$ cat config.mk
export PLATFORM = sky130hd
export DESIGN_NAME = neighbor_table_with_aging
export DESIGN_NICKNAME = d
export VERILOG_FILES = /design/src/rtl/core/nta_pkg.sv /design/src/rtl/core/nta_ram.sv /design/src/rtl/core/nta_front.sv /design/src/rtl/core/nta_cmd_fifo.sv /design/src/rtl/core/nta_back.sv /design/src/rtl/core/neighbor_table_with_aging.sv
export SDC_FILE = /design/constraint.sdc
export NUM_CORES = 1
export LEC_CHECK = 0
export ABC_AREA = 1
export BUFFER_PORTS_ARGS = -buffer_cell sky130_fd_sc_hd__buf_2
export CAP_MARGIN = 0
export CORE_ASPECT_RATIO = 1.75
export CORE_MARGIN = 3
export CORE_UTILIZATION = 45
export DETAILED_ROUTE_END_ITERATION = 8
export GPL_ROUTABILITY_DRIVEN = 1
export SYNTH_ARGS = -nofsm -noshare
export SYNTH_HDL_FRONTEND = slang
export SYNTH_SLANG_ARGS = --single-unit
$ cat constraint.sdc
create_clock -name clk_i -period 4.4 [get_ports clk_i]
set_clock_uncertainty 0.2 [all_clocks]
set_input_delay 0.88 -clock clk_i [delete_from_list [all_inputs] [get_ports clk_i]]
set_output_delay 0.88 -clock clk_i [all_outputs]
set_load 0.005 [all_outputs]
$ cat src/rtl/core/nta_pkg.sv
// ----------------------------------------------------------------------------
// Neighbour table package
// Shared types and fixed widths for the neighbour table with aging.
// ----------------------------------------------------------------------------
package nta_pkg;

  // Fixed field widths of the request and result ports.
  localparam int unsigned IFACE_W   = 2;
  localparam int unsigned ID_W      = 32;
  localparam int unsigned OUT_CNT_W = 5;
  localparam int unsigned HELLO_W   = 7;
  // Dead interval is three hello intervals; the limit needs two extra bits.
  localparam int unsigned LIMIT_W   = HELLO_W + 2;

  localparam logic [HELLO_W-1:0] HELLO_RST = 7'd5;

  // Classification of an accepted request.
  typedef enum logic [1:0] {
    CMD_HELLO,
    CMD_TICK,
    CMD_SKIP
  } cmd_kind_e;

  typedef struct packed {
    cmd_kind_e          kind;
    logic [IFACE_W-1:0] iface;
    logic [ID_W-1:0]    nbr_id;
    logic [ID_W-1:0]    address;
    logic [ID_W-1:0]    mask;
  } cmd_t;

  typedef enum logic [1:0] {
    ST_IDLE,
    ST_WALK,
    ST_FINISH
  } back_state_e;

endpackage

$ cat src/rtl/core/nta_ram.sv
// ----------------------------------------------------------------------------
// Generic RAM
// One write port and one read port with registered read data.
// ----------------------------------------------------------------------------
module nta_ram #(
  parameter int unsigned WIDTH = 8,
  parameter int unsigned DEPTH = 16
) (
  input  logic                     clk_i,
  input  logic                     we_i,
  input  logic [$clog2(DEPTH)-1:0] waddr_i,
  input  logic [WIDTH-1:0]         wdata_i,
  input  logic                     re_i,
  input  logic [$clog2(DEPTH)-1:0] raddr_i,
  output logic [WIDTH-1:0]         rdata_o
);

  logic [WIDTH-1:0] mem_q [DEPTH];
  logic [WIDTH-1:0] rdata_q;

  always_ff @(posedge clk_i) begin
    if (we_i) begin
      mem_q[waddr_i] <= wdata_i;
    end
    if (re_i) begin
      rdata_q <= mem_q[raddr_i];
    end
  end

  assign rdata_o = rdata_q;

endmodule

$ cat src/rtl/core/nta_front.sv
// ----------------------------------------------------------------------------
// Neighbour table front end
// Accepts requests and classifies them as hello, tick or ignored hello.
// ----------------------------------------------------------------------------
module nta_front import nta_pkg::*; #(
  parameter int unsigned NUM_IFACES = 4
) (
  input  logic               start_i,
  input  logic               full_i,
  input  logic               mode_i,
  input  logic [IFACE_W-1:0] iface_index_i,
  input  logic [ID_W-1:0]    neighbor_router_id_i,
  input  logic [ID_W-1:0]    neighbor_address_i,
  input  logic [ID_W-1:0]    neighbor_mask_i,
  output logic               busy_o,
  output logic               push_o,
  output cmd_t               cmd_o
);

  logic       iface_ok;
  logic [4:0] iface_ext;

  assign iface_ext = {3'b000, iface_index_i};
  assign iface_ok  = (iface_ext < 5'(NUM_IFACES));

  assign busy_o = full_i;
  assign push_o = start_i && !full_i;

  always_comb begin
    cmd_o.iface   = iface_index_i;
    cmd_o.nbr_id  = neighbor_router_id_i;
    cmd_o.address = neighbor_address_i;
    cmd_o.mask    = neighbor_mask_i;
    if (mode_i) begin
      cmd_o.kind = CMD_TICK;
    end else if (iface_ok) begin
      cmd_o.kind = CMD_HELLO;
    end else begin
      cmd_o.kind = CMD_SKIP;
    end
  end

endmodule

$ cat src/rtl/core/nta_cmd_fifo.sv
// ----------------------------------------------------------------------------
// Neighbour table request queue
// Two-entry queue that decouples the front end from the table walker.
// ----------------------------------------------------------------------------
module nta_cmd_fifo import nta_pkg::*; (
  input  logic clk_i,
  input  logic rst_ni,
  input  logic push_i,
  input  cmd_t cmd_i,
  input  logic pop_i,
  output cmd_t cmd_o,
  output logic valid_o,
  output logic full_o
);

  cmd_t       mem_q [2];
  logic       wr_ptr_q, wr_ptr_d;
  logic       rd_ptr_q, rd_ptr_d;
  logic [1:0] fill_q, fill_d;
  logic       do_pop;

  assign valid_o = (fill_q != 2'd0);
  assign full_o  = (fill_q == 2'd2);
  assign cmd_o   = mem_q[rd_ptr_q];
  assign do_pop  = pop_i && valid_o;

  always_comb begin
    wr_ptr_d = wr_ptr_q;
    rd_ptr_d = rd_ptr_q;
    fill_d   = fill_q;
    if (push_i) begin
      wr_ptr_d = !wr_ptr_q;
    end
    if (do_pop) begin
      rd_ptr_d = !rd_ptr_q;
    end
    if (push_i && !do_pop) begin
      fill_d = fill_q + 2'd1;
    end else if (!push_i && do_pop) begin
      fill_d = fill_q - 2'd1;
    end
  end

  always_ff @(posedge clk_i or negedge rst_ni) begin
    if (!rst_ni) begin
      wr_ptr_q <= 1'b0;
      rd_ptr_q <= 1'b0;
      fill_q   <= 2'd0;
    end else begin
      wr_ptr_q <= wr_ptr_d;
      rd_ptr_q <= rd_ptr_d;
      fill_q   <= fill_d;
    end
  end

  always_ff @(posedge clk_i) begin
    if (push_i) begin
      mem_q[wr_ptr_q] <= cmd_i;
    end
  end

endmodule

$ cat src/rtl/core/nta_back.sv
// ----------------------------------------------------------------------------
// Neighbour table back end
// Walks the entry memory one entry per cycle to age, match or insert.
// ----------------------------------------------------------------------------
module nta_back import nta_pkg::*; #(
  parameter int unsigned TABLE_DEPTH = 16,
  parameter int unsigned NUM_IFACES  = 4,
  parameter int unsigned AGE_BITS    = 8
) (
  input  logic                 clk_i,
  input  logic                 rst_ni,
  input  logic                 cmd_valid_i,
  input  cmd_t                 cmd_i,
  output logic                 cmd_pop_o,
  input  logic [HELLO_W-1:0]   hello_interval_i,
  output logic                 done_o,
  output logic                 lsu_trigger_o,
  output logic                 neighbor_added_o,
  output logic [OUT_CNT_W-1:0] removed_count_o,
  output logic                 table_full_drop_o,
  output logic [OUT_CNT_W-1:0] iface_neighbor_count_o
);

  localparam int unsigned IDX_W    = $clog2(TABLE_DEPTH);
  localparam int unsigned CNT_W    = $clog2(TABLE_DEPTH + 1);
  localparam int unsigned IF_IDX_W = (NUM_IFACES > 1) ? $clog2(NUM_IFACES) : 1;
  localparam int unsigned WORD_W   = IFACE_W + 3 * ID_W + AGE_BITS;
  localparam int unsigned CMP_W    = (AGE_BITS > LIMIT_W) ? AGE_BITS : LIMIT_W;
  // Word layout, top down: interface, router id, address, mask, age.
  localparam int unsigned AGE_LO   = 0;
  localparam int unsigned MASK_LO  = AGE_BITS;
  localparam int unsigned ADDR_LO  = MASK_LO + ID_W;
  localparam int unsigned RID_LO   = ADDR_LO + ID_W;
  localparam int unsigned IF_LO    = RID_LO + ID_W;
  localparam logic [IDX_W-1:0] LAST_IDX = IDX_W'(TABLE_DEPTH - 1);

  back_state_e state_q, state_d;
  cmd_t        cur_q, cur_d;
  logic [IDX_W-1:0] idx_q, idx_d;
  logic [IDX_W-1:0] pidx_q, pidx_d;
  logic             issue_q, issue_d;
  logic             pend_q, pend_d;
  logic             hit_q, hit_d;
  logic             free_found_q, free_found_d;
  logic [IDX_W-1:0] free_idx_q, free_idx_d;
  logic [CNT_W-1:0] removed_q, removed_d;
  logic [TABLE_DEPTH-1:0] valid_q, valid_d;
  logic [CNT_W-1:0] cnt_q [NUM_IFACES];

  logic                 done_q, done_d;
  logic                 trig_q, trig_d;
  logic                 added_q, added_d;
  logic [OUT_CNT_W-1:0] rem_out_q, rem_out_d;
  logic                 drop_q, drop_d;
  logic [OUT_CNT_W-1:0] cnt_out_q, cnt_out_d;

  // Memory ports.
  logic              ram_we, ram_re;
  logic [IDX_W-1:0]  ram_waddr;
  logic [WORD_W-1:0] ram_wdata, ram_rdata;

  // Read entry decode.
  logic [IFACE_W-1:0]  rd_iface;
  logic [ID_W-1:0]     rd_rid;
  logic [AGE_BITS-1:0] rd_age, age_inc;
  logic [LIMIT_W-1:0]  limit;
  logic                ent_valid, match, expire, last, rd_iface_ok;
  logic [4:0]          rd_iface_ext, cur_iface_ext;

  // Interface counter access: one index per cycle.
  logic [IF_IDX_W-1:0] cnt_idx;
  logic [CNT_W-1:0]    cnt_rd, cnt_wval;
  logic                cnt_we;

  nta_ram #(
    .WIDTH (WORD_W),
    .DEPTH (TABLE_DEPTH)
  ) u_ram (
    .clk_i   (clk_i),
    .we_i    (ram_we),
    .waddr_i (ram_waddr),
    .wdata_i (ram_wdata),
    .re_i    (ram_re),
    .raddr_i (idx_q),
    .rdata_o (ram_rdata)
  );

  assign rd_iface = ram_rdata[IF_LO +: IFACE_W];
  assign rd_rid   = ram_rdata[RID_LO +: ID_W];
  assign rd_age   = ram_rdata[AGE_LO +: AGE_BITS];
  assign age_inc  = (rd_age == {AGE_BITS{1'b1}}) ? rd_age : rd_age + 1'b1;
  assign limit    = {2'b00, hello_interval_i} + {1'b0, hello_interval_i, 1'b0};
  assign expire   = (CMP_W'(age_inc) >= CMP_W'(limit));

  assign ent_valid = valid_q[pidx_q];
  assign match     = ent_valid && (rd_iface == cur_q.iface) && (rd_rid == cur_q.nbr_id);
  assign last      = (pidx_q == LAST_IDX);

  assign rd_iface_ext  = {3'b000, rd_iface};
  assign cur_iface_ext = {3'b000, cur_q.iface};
  assign rd_iface_ok   = (rd_iface_ext < 5'(NUM_IFACES));
  assign cnt_idx       = (state_q == ST_WALK) ? rd_iface_ext[IF_IDX_W-1:0]
                                              : cur_iface_ext[IF_IDX_W-1:0];
  assign cnt_rd        = cnt_q[cnt_idx];

  // Next state.
  always_comb begin
    state_d = state_q;
    unique case (state_q)
      ST_IDLE: begin
        if (cmd_valid_i) begin
          state_d = (cmd_i.kind == CMD_SKIP) ? ST_FINISH : ST_WALK;
        end
      end
      ST_WALK: begin
        if (pend_q && (last || (cur_q.kind == CMD_HELLO && match))) begin
          state_d = ST_FINISH;
        end
      end
      ST_FINISH: state_d = ST_IDLE;
      default:   state_d = ST_IDLE;
    endcase
  end

  // Datapath and outputs.
  always_comb begin
    cmd_pop_o    = 1'b0;
    cur_d        = cur_q;
    idx_d        = idx_q;
    pidx_d       = pidx_q;
    issue_d      = issue_q;
    pend_d       = 1'b0;
    hit_d        = hit_q;
    free_found_d = free_found_q;
    free_idx_d   = free_idx_q;
    removed_d    = removed_q;
    valid_d      = valid_q;
    ram_we       = 1'b0;
    ram_re       = 1'b0;
    ram_waddr    = pidx_q;
    ram_wdata    = ram_rdata;
    cnt_we       = 1'b0;
    cnt_wval     = cnt_rd;
    done_d       = 1'b0;
    trig_d       = trig_q;
    added_d      = added_q;
    rem_out_d    = rem_out_q;
    drop_d       = drop_q;
    cnt_out_d    = cnt_out_q;
    unique case (state_q)
      ST_IDLE: begin
        cmd_pop_o    = cmd_valid_i;
        cur_d        = cmd_i;
        idx_d        = '0;
        issue_d      = 1'b1;
        hit_d        = 1'b0;
        free_found_d = 1'b0;
        removed_d    = '0;
      end
      ST_WALK: begin
        ram_re = issue_q;
        if (issue_q) begin
          pend_d = 1'b1;
          pidx_d = idx_q;
          if (idx_q == LAST_IDX) begin
            issue_d = 1'b0;
          end else begin
            idx_d = idx_q + 1'b1;
          end
        end
        if (pend_q) begin
          if (cur_q.kind == CMD_TICK) begin
            if (ent_valid) begin
              ram_we    = 1'b1;
              ram_wdata = {ram_rdata[WORD_W-1:AGE_BITS], age_inc};
              if (expire) begin
                valid_d[pidx_q] = 1'b0;
                removed_d       = removed_q + 1'b1;
                if (rd_iface_ok && cnt_rd != '0) begin
                  cnt_we   = 1'b1;
                  cnt_wval = cnt_rd - 1'b1;
                end
              end
            end
          end else if (match) begin
            ram_we    = 1'b1;
            ram_wdata = {ram_rdata[WORD_W-1:AGE_BITS], {AGE_BITS{1'b0}}};
            hit_d     = 1'b1;
            issue_d   = 1'b0;
          end else if (!ent_valid && !free_found_q) begin
            free_found_d = 1'b1;
            free_idx_d   = pidx_q;
          end
        end
      end
      ST_FINISH: begin
        done_d    = 1'b1;
        trig_d    = 1'b0;
        added_d   = 1'b0;
        rem_out_d = '0;
        drop_d    = 1'b0;
        cnt_out_d = '0;
        case (cur_q.kind)
          CMD_TICK: begin
            trig_d    = (removed_q != '0);
            rem_out_d = OUT_CNT_W'(removed_q);
          end
          CMD_HELLO: begin
            cnt_out_d = OUT_CNT_W'(cnt_rd);
            if (!hit_q) begin
              if (free_found_q) begin
                ram_we              = 1'b1;
                ram_waddr           = free_idx_q;
                ram_wdata           = {cur_q.iface, cur_q.nbr_id, cur_q.address,
                                       cur_q.mask, {AGE_BITS{1'b0}}};
                valid_d[free_idx_q] = 1'b1;
                cnt_we              = 1'b1;
                cnt_wval            = cnt_rd + 1'b1;
                cnt_out_d           = OUT_CNT_W'(cnt_wval);
                trig_d              = 1'b1;
                added_d             = 1'b1;
              end else begin
                drop_d = 1'b1;
              end
            end
          end
          default: ;
        endcase
      end
      default: ;
    endcase
  end

  always_ff @(posedge clk_i or negedge rst_ni) begin
    if (!rst_ni) begin
      state_q <= ST_IDLE;
      issue_q <= 1'b0;
      pend_q  <= 1'b0;
      valid_q <= '0;
      done_q  <= 1'b0;
      for (int i = 0; i < NUM_IFACES; i++) begin
        cnt_q[i] <= '0;
      end
    end else begin
      state_q <= state_d;
      issue_q <= issue_d;
      pend_q  <= pend_d;
      valid_q <= valid_d;
      done_q  <= done_d;
      if (cnt_we) begin
        cnt_q[cnt_idx] <= cnt_wval;
      end
    end
  end

  always_ff @(posedge clk_i) begin
    cur_q        <= cur_d;
    idx_q        <= idx_d;
    pidx_q       <= pidx_d;
    hit_q        <= hit_d;
    free_found_q <= free_found_d;
    free_idx_q   <= free_idx_d;
    removed_q    <= removed_d;
    trig_q       <= trig_d;
    added_q      <= added_d;
    rem_out_q    <= rem_out_d;
    drop_q       <= drop_d;
    cnt_out_q    <= cnt_out_d;
  end

  assign done_o                 = done_q;
  assign lsu_trigger_o          = trig_q;
  assign neighbor_added_o       = added_q;
  assign removed_count_o        = rem_out_q;
  assign table_full_drop_o      = drop_q;
  assign iface_neighbor_count_o = cnt_out_q;

endmodule

$ cat src/rtl/core/neighbor_table_with_aging.sv
// ----------------------------------------------------------------------------
// Neighbour table with aging
// Hello-driven neighbour table with dead-interval expiry on ticks.
// ----------------------------------------------------------------------------
// A request is taken when start_i is high and busy_o is low; busy_o rises
// only when the two-entry request queue is full, so up to two requests may
// be posted while the table walker is still working. Each request yields
// exactly one result, shown for a single cycle with done_o high; the
// receiver cannot hold it off and must take it in that cycle. The walker
// reads the entry memory through its single read port with registered
// read data, one entry per cycle. A tick or a hello for a new neighbour
// walks the whole table, a hello that matches an entry ends the walk
// there, and a hello on an interface beyond NUM_IFACES skips the walk.
// The table needs no clearing pass after reset: per-entry valid bits in
// flip-flops are cleared at once. The hello interval register is written
// with hello_interval_we_i and should be changed only while the block is
// idle.
module neighbor_table_with_aging import nta_pkg::*; #(
  parameter int unsigned TABLE_DEPTH = 16,
  parameter int unsigned NUM_IFACES  = 4,
  parameter int unsigned AGE_BITS    = 8
) (
  input  logic                 clk_i,
  input  logic                 rst_ni,
  input  logic                 hello_interval_we_i,
  input  logic [HELLO_W-1:0]   hello_interval_i,
  input  logic                 start_i,
  output logic                 busy_o,
  input  logic                 mode_i,
  input  logic [IFACE_W-1:0]   iface_index_i,
  input  logic [ID_W-1:0]      neighbor_router_id_i,
  input  logic [ID_W-1:0]      neighbor_address_i,
  input  logic [ID_W-1:0]      neighbor_mask_i,
  output logic                 done_o,
  output logic                 lsu_trigger_o,
  output logic                 neighbor_added_o,
  output logic [OUT_CNT_W-1:0] removed_count_o,
  output logic                 table_full_drop_o,
  output logic [OUT_CNT_W-1:0] iface_neighbor_count_o
);

  // The hello interval register; the dead limit is three times this value.
  logic [HELLO_W-1:0] hello_interval_q;

  always_ff @(posedge clk_i or negedge rst_ni) begin
    if (!rst_ni) begin
      hello_interval_q <= HELLO_RST;
    end else if (hello_interval_we_i) begin
      hello_interval_q <= hello_interval_i;
    end
  end

  // Front end: takes the request and sorts it into a tick, a hello, or a
  // hello on a non-existent interface which only needs an all-zero result.
  logic push, fifo_full, fifo_valid, fifo_pop;
  cmd_t front_cmd, fifo_cmd;

  nta_front #(
    .NUM_IFACES (NUM_IFACES)
  ) u_front (
    .start_i              (start_i),
    .full_i               (fifo_full),
    .mode_i               (mode_i),
    .iface_index_i        (iface_index_i),
    .neighbor_router_id_i (neighbor_router_id_i),
    .neighbor_address_i   (neighbor_address_i),
    .neighbor_mask_i      (neighbor_mask_i),
    .busy_o               (busy_o),
    .push_o               (push),
    .cmd_o                (front_cmd)
  );

  // The queue lets the front end keep taking requests while the walker is
  // busy with an earlier one.
  nta_cmd_fifo u_fifo (
    .clk_i   (clk_i),
    .rst_ni  (rst_ni),
    .push_i  (push),
    .cmd_i   (front_cmd),
    .pop_i   (fifo_pop),
    .cmd_o   (fifo_cmd),
    .valid_o (fifo_valid),
    .full_o  (fifo_full)
  );

  // Back end: owns the entry memory, the valid bits and the per-interface
  // counts, and produces the registered result.
  nta_back #(
    .TABLE_DEPTH (TABLE_DEPTH),
    .NUM_IFACES  (NUM_IFACES),
    .AGE_BITS    (AGE_BITS)
  ) u_back (
    .clk_i                  (clk_i),
    .rst_ni                 (rst_ni),
    .cmd_valid_i            (fifo_valid),
    .cmd_i                  (fifo_cmd),
    .cmd_pop_o              (fifo_pop),
    .hello_interval_i       (hello_interval_q),
    .done_o                 (done_o),
    .lsu_trigger_o          (lsu_trigger_o),
    .neighbor_added_o       (neighbor_added_o),
    .removed_count_o        (removed_count_o),
    .table_full_drop_o      (table_full_drop_o),
    .iface_neighbor_count_o (iface_neighbor_count_o)
  );

endmodule

Word level (Yosys, flattened, before mapping) --
Memories as Yosys holds them, arrays and structs flattened. A register that Yosys moved wholly into a read port is not among the register bits. Cells that the tools add are included.
Word-level totals: output and inout bits 15, memories 2, RAM bits 1896, flip-flop bits (word level) 184
Memory list:
- u_back.u_ram.mem_q | words 16, bits a word 106, rd ports 1, clocked after Yosys merged registers in 1, wr ports 1, RTL line nta_ram.sv:18 | logic [WIDTH-1:0] mem_q [DEPTH];
- u_fifo.mem_q | words 2, bits a word 100, rd ports 1, clocked after Yosys merged registers in 0, wr ports 1, RTL line nta_cmd_fifo.sv:16 | cmd_t mem_q [2];
Cells by class: equal/unequal tests 25, bitwise logic cells 7, muxes and demuxes 99, order comparisons 9, reductions and logical operators 38, $add $sub $neg 8
Operator list (number):
- 106-bit 2-to-1 mux | 3
- 106-bit case mux with 2 select lines | 1
- 16-bit 2-to-1 mux | 7
- 5-bit 2-to-1 mux | 15
- 8-bit 2-to-1 mux | 5
- 1-bit 2-to-1 mux | 37
- 32-bit == test | 1
- 16-bit case mux with 2 select lines | 1
- 4-bit 2-to-1 mux | 6
- 20-bit bitwise mux | 1
- 5-bit case mux with 2 select lines | 2
- 16-bit AND | 1
- 2-bit 2-to-1 mux | 8
- 2-bit by 1-bit != test with 1-bit output, second input constant | 8
- 16-bit inverter | 1
- 16-bit OR | 1
- 5-bit AND reduction | 3
- 2-bit != test, second input constant | 7
- 1-bit logical AND | 13
- 1-bit case mux with 2 select lines | 6
- 5-bit by 1-bit adder with 5-bit output, second input constant | 2
- 5-bit binary-select mux with 2-bit select | 1
- 5-bit demux with 2-bit select | 1
- 4-bit by 5-bit < comparator with 1-bit output, second input constant | 2
- 32 further kinds | 53

Longest topological paths before layout --
word-level depth 15, depth in mapped cells 25, gate-level depth less buffers 24

Modules after synthesis --
From an unflattened synthesis, not the netlist that was laid out.
Unflattened totals: cell total of the unflattened synthesis 8882, area, all modules 94279.2 um2
By module, submodules not included:
- nta_ram | sequential area each 54111.9 um2, cells an instance 6954, area each 75361.0 um2, times used 1
- nta_back | sequential area each 4989.8 um2, cells an instance 1244, area each 10334.9 um2, times used 1
- nta_cmd_fifo | sequential area each 6105.9 um2, cells an instance 550, area each 7539.7 um2, times used 1
- nta_front | sequential area each 0.0 um2, cells an instance 104, area each 772.0 um2, times used 1
- neighbor_table_with_aging | sequential area each 177.7 um2, cells an instance 30, area each 271.5 um2, times used 1

Worst setup path before layout --
Ideal clock, no wire load.
path kind reg2reg, start register u_back.state_q[0], end memory u_back.u_ram.mem_q[12][0] (netlist name), enable pin, data arrival time 3.723 ns, period minus slack after synthesis 4.364 ns, buffers on the path 1, stages on the path, launching flop included 9, setup slack 0.036 ns, path through dfrtp_1 > inv_1 > ha_1 > clkbuf_1 > nand2_1 > nand2_1 > o21ai_0 > or2_2 > nor2_1
On the way: longest elaborated chain between the ends 4, elaborated cells between the ends (all ways) 6
RTL lines:
- start, declared | RTL line nta_back.sv:37 | back_state_e state_q, state_d;
- start signal, assigned | RTL line nta_back.sv:245 | state_q <= state_d;
- 2-bit == test or 2-bit by 1-bit == test with 1-bit output (tied branches) | RTL line nta_back.sv:150 | unique case (state_q)
- 1-bit case mux with 2 select lines | RTL line nta_back.sv:150
- 1-bit 2-to-1 mux | RTL line nta_ram.sv:22 | if (we_i) begin
- 1-bit 2-to-1 mux (not written as such) | RTL line nta_ram.sv:23 | mem_q[waddr_i] <= wdata_i;
- end, declared | RTL line nta_ram.sv:18
Several ways; a longest one is shown, not always the timed one.

Final worst setup path --
start register u_back.u_ram.rdata_q[2] (netlist: u_back.u_ram.rdata_o[2]), read port of u_back.u_ram.mem_q, end register u_back.removed_q[1], enable pin
On the way: longest elaborated chain between the ends 5, elaborated cells between the ends (all ways) 6
RTL lines:
- start, declared | RTL line nta_ram.sv:19 | logic [WIDTH-1:0] rdata_q;
- 8-bit by 1-bit adder with 8-bit output or 8-bit == test (tied branches) | RTL line nta_back.sv:91 | assign age_inc = (rd_age == {AGE_BITS{1'b1}}) ? rd_age : rd_age + 1'b1;
- 8-bit 2-to-1 mux * | RTL line nta_back.sv:91
- 8-bit by 9-bit greater-or-equal comparator with 1-bit output * | RTL line nta_back.sv:93 | assign expire = (CMP_W'(age_inc) >= CMP_W'(limit));
- 2-bit by 1-bit != test with 1-bit output (no source line) *
- 5-bit AND reduction (no source line) *
- end signal, assigned | RTL line nta_back.sv:263 | removed_q <= removed_d;
- end, declared | RTL line nta_back.sv:46 | logic [CNT_W-1:0] removed_q, removed_d;
Mark *: on every way between the ends. The rest lies on a longest branch, timed or not. A chain may end at the register's enable or synchronous reset.

==> metrics.txt <==
initial antenna violation count 0; CTS Root Cell clkbuf_16; Internal Power 18.71 mW; Chip Height 387.0 µm; switching part of the total power 0.3692; Comb pwr share 0.323; Max H-tree Level 3; status finished, final reports clean; Worst setup startpoint u_back.u_ram.rdata_o[2]$_DFFE_PP_; number of remaining DRC errors 0; Clock Latency Late Sink 0.66 ns; layout cells sized above 1 0.1097; hold path depth 1; DIE WIDTH 223.7 µm; TritonCTS Buffers 80; first-pass GRT wire length 145600 µm; CTS tree done; worst-margin pin slew 1.279 ns; nets@finish 3160; Crit path arrival time 3.95 ns; buffer depth of the longest clock path 3; post-place setup slack approximately 0.47 ns; Pleak roughly 15 nW; n_diodes 0; slew margin rel. 0.1472; register area share after synthesis 0.7196; post-route ant nets 0; power per cell area between 700 and 800 nW/µm²; syn avg cell area ~13 µm²; post-synthesis cell type count 51; vias in the first global route ~24000; Main synth FF type edfxtp_1; final setup fails 0; die area 86570 µm²; Post-synth EDFFs between 800 and 900; RSZ-0062 raised after global routing false; num rows 139; wire per inst 23.49 µm; Vias/cell ~5.7; worst r2r src u_back.u_ram.rdata_o[2]$_DFFE_PP_; clock power share 0.233; Initial Util 0.4547; # Max-Cap Violations 0; number of port buffers 60; Max IR drop VDD 0.4199 mV; cell count after synthesis 2965; IO Pins 125; Yosys reg bits ~900; core box area 82090 µm²; crit start category register; Worst Path Max Fanout 8; total number of vias 23642; Synth Cell Area 37320 µm²; clock sink total between 900 and 1000; asr flop ratio synth 0.05759; syn nets 3102; largest net degree at the start of global routing 154; Total GRT Usage 0.2234; hold_ws 0.2057 ns; Tmin final 3.871 ns; Crit. End Element register; reg2reg setup slack about 0.53 ns; Syn. warnings 0; DR iter-0 viols 2166; placed cell count 3997; Reg2Reg Depth 18; Max Clk Rate 0.2583 GHz; setup TNS 0 ns; Slew Limit Fails 0; hold_sp neighbor_router_id_i[27]; Post-DP HPWL roughly 57000 µm; CTS clk-pin slew, worst paths 0.07 ns; WHS Endpoint u_fifo.mem_q[0][91]$_DFFE_PP_; end of the worst register-to-register path u_back.removed_q[1]$_SDFFCE_PN0P_; Post-Layout Cell Count 4139; post-route cell area 41980 µm²; final critical-path share of the clock period 0.8797; critical path class reg -> reg; Psw 10.95 mW; RePlAce Congestion about 0.84; Placed Area a little under 40000 µm²; Worst EP required 4.48 ns; total wire length around 100000 µm; Worst Slack Setup Final 0.5292 ns; grt ovf 0; first-pass detailed-route iteration total 5; worst hold-check path type in -> reg; final hold viol count 0; sequential power share 0.445; Area Growth Syn to Fin 12.47%
==> stage by stage <==
step / total power, mW / util
4_1_cts: 29.86 / 0.5114
3_3_place_gp: 22.63 / 0.4804
2_1_floorplan: 19.20 / -
5_1_grt: 31.20 / 0.5114
3_5_place_dp: 22.95 / 0.4804
6_report: 29.65 / 0.5114
==> cells by family (layout without fill, tap and decap cells) <==
family,count (synthesis),after routing,share of synthesized area
flops,903,903,0.7196
mux,67,67,0.01807
fa+ha+maj,27,27,0.009252
buf+inv,278,395,0.02940
compound gates,516,516,0.08940
xor+xnor,37,37,0.008682
simple gates,1137,1137,0.1256
==> layout by cell type (no fill, tap or decap), drive strengths merged, types with 6 or more instances in the layout <==
cell    instances
edfxtp        851
nand2         506
nor2          470
o21ai         265
buf           136
nand3         128
inv           118
o32ai         104
clkbuf         94
mux2i          64
o221ai         64
dfrtp          50
clkinv         36
a21oi          34
xnor2          26
ha             26
o211ai         22
nand4          19
o22ai          13
xor2           11
a31oi           8
bufinv          7
nor3            6
==> per-layer routing <==
metal	global-route usage	part of all wire	vias up
li1	-	-	10883
met1	0.2543	0.37	11777
met2	0.4034	0.53	764
met3	0.02843	0.048	218
met4	0.1261	0.057	0
met5	0	0	-
==> cell usage after synthesis, types with 10 or more instances <==
cell	count	area share
inv_2	11	0.0011
ha_1	26	0.0087
clkbuf_1	128	0.013
edfxtp_1	851	0.68
nor2_1	462	0.046
o32ai_1	104	0.024
o21ai_1	14	0.0019
a21oi_1	33	0.0044
inv_1	98	0.0099
mux2i_1	64	0.017
nand4_1	17	0.0028
nand2_2	10	0.0017
xor2_1	11	0.0026
nand2_1	490	0.049
o211ai_1	22	0.0044
o22ai_1	13	0.0022
dfrtp_1	50	0.034
xnor2_1	26	0.0061
o21ai_0	248	0.033
buf_1	18	0.0018
nand3_1	122	0.016
buf_2	10	0.0013
o221ai_1	64	0.015
==> flip-flops by register name, summed over array words and instances, names as in the netlist, 2 cells and up <==
name	count
u_back.u_ram.rdata_o	42
u_back.removed_q	5
u_back.valid_q	16
u_back.cur_iface_ext	2
u_back.cur_q	33
u_back.iface_neighbor_count_o	5
u_back.u_ram.mem_q	672
u_back.state_q	2
u_back.idx_q	4
u_back.pidx_q	4
u_back.free_idx_q	4
u_back.removed_count_o	5
u_fifo.mem_q	70
u_fifo.fill_q	2
u_back.cnt_q	20
hello_interval_q	7
==> final cells by class <==
| cell class | count | area (µm²) |
|---|---|---|
| Clock buffer | 94 | 2076 |
| Tap cell | 1057 | 1323 |
| Sequential cell | 903 | 26860 |
| Inverter | 117 | 456.7 |
| Timing Repair Buffer | 137 | 1281 |
| Clock inverter | 47 | 461.7 |
| Multi-Input combinational cell | 1784 | 9523 |
| Fill cell | 6902 | 40110 |
==> worst max-delay path by stage <==
| stage | end | slack (ns) | cells past startpoint |
|---|---|---|---|
| 3_5_place_dp | u_back.removed_q[3]$_SDFFCE_PN0P_ | 0.47 | 14 |
| 3_3_place_gp | u_back.removed_q[4]$_SDFFCE_PN0P_ | 0.49 | 14 |
| 6_report | u_back.removed_q[1]$_SDFFCE_PN0P_ | 0.53 | 18 |
| 4_1_cts | u_back.removed_q[1]$_SDFFCE_PN0P_ | 0.47 | 14 |
| 5_1_grt | u_back.valid_q[11]$_DFFE_PN0P_ | 0.21 | 18 |
| 2_1_floorplan | u_back.u_ram.mem_q[12][0]$_DFFE_PP_ | 0.04 | 8 |
==> timing repair <==
item / 4_1_cts / 5_1_grt
hold buffers: 1 / 0
endpoints found under the hold margin: 5 / 0
setup buffers: 0 / 0
gates resized for setup: 0 / 0
==> power groups by stage <==
| stage | registers [mW] | logic [mW] | clock network (mW) |
|---|---|---|---|
| 4_1_cts | 13.2 | 9.62 | 7.04 |
| 5_1_grt | 13.3 | 10.6 | 7.35 |
| 3_3_place_gp | 13.3 | 9.29 | 0 |
| 3_5_place_dp | 13.4 | 9.58 | 0 |
| 6_report | 13.2 | 9.57 | 6.90 |
| 2_1_floorplan | 12.8 | 6.35 | 0 |
==> worst max-delay path, cell delays in order, from the launching register on <==
cell and delay (ns):
edfxtp_1 0.50, nand2_1 0.11, nor2_1 0.23, nand4_1 0.15, nor2_1 0.21, inv_1 0.17
nand3_1 0.12, xor2_1 0.09, ha_1 0.30, nand2_1 0.08, nor2_1 0.18, nand2_1 0.07
nand3_1 0.08, nand2_1 0.05, nand2_1 0.05, nand2_1 0.04, nand2_1 0.11, nand4_4 0.18
a21oi_1 0.57
No activity file was read; power rests on OpenSTA's default activity.
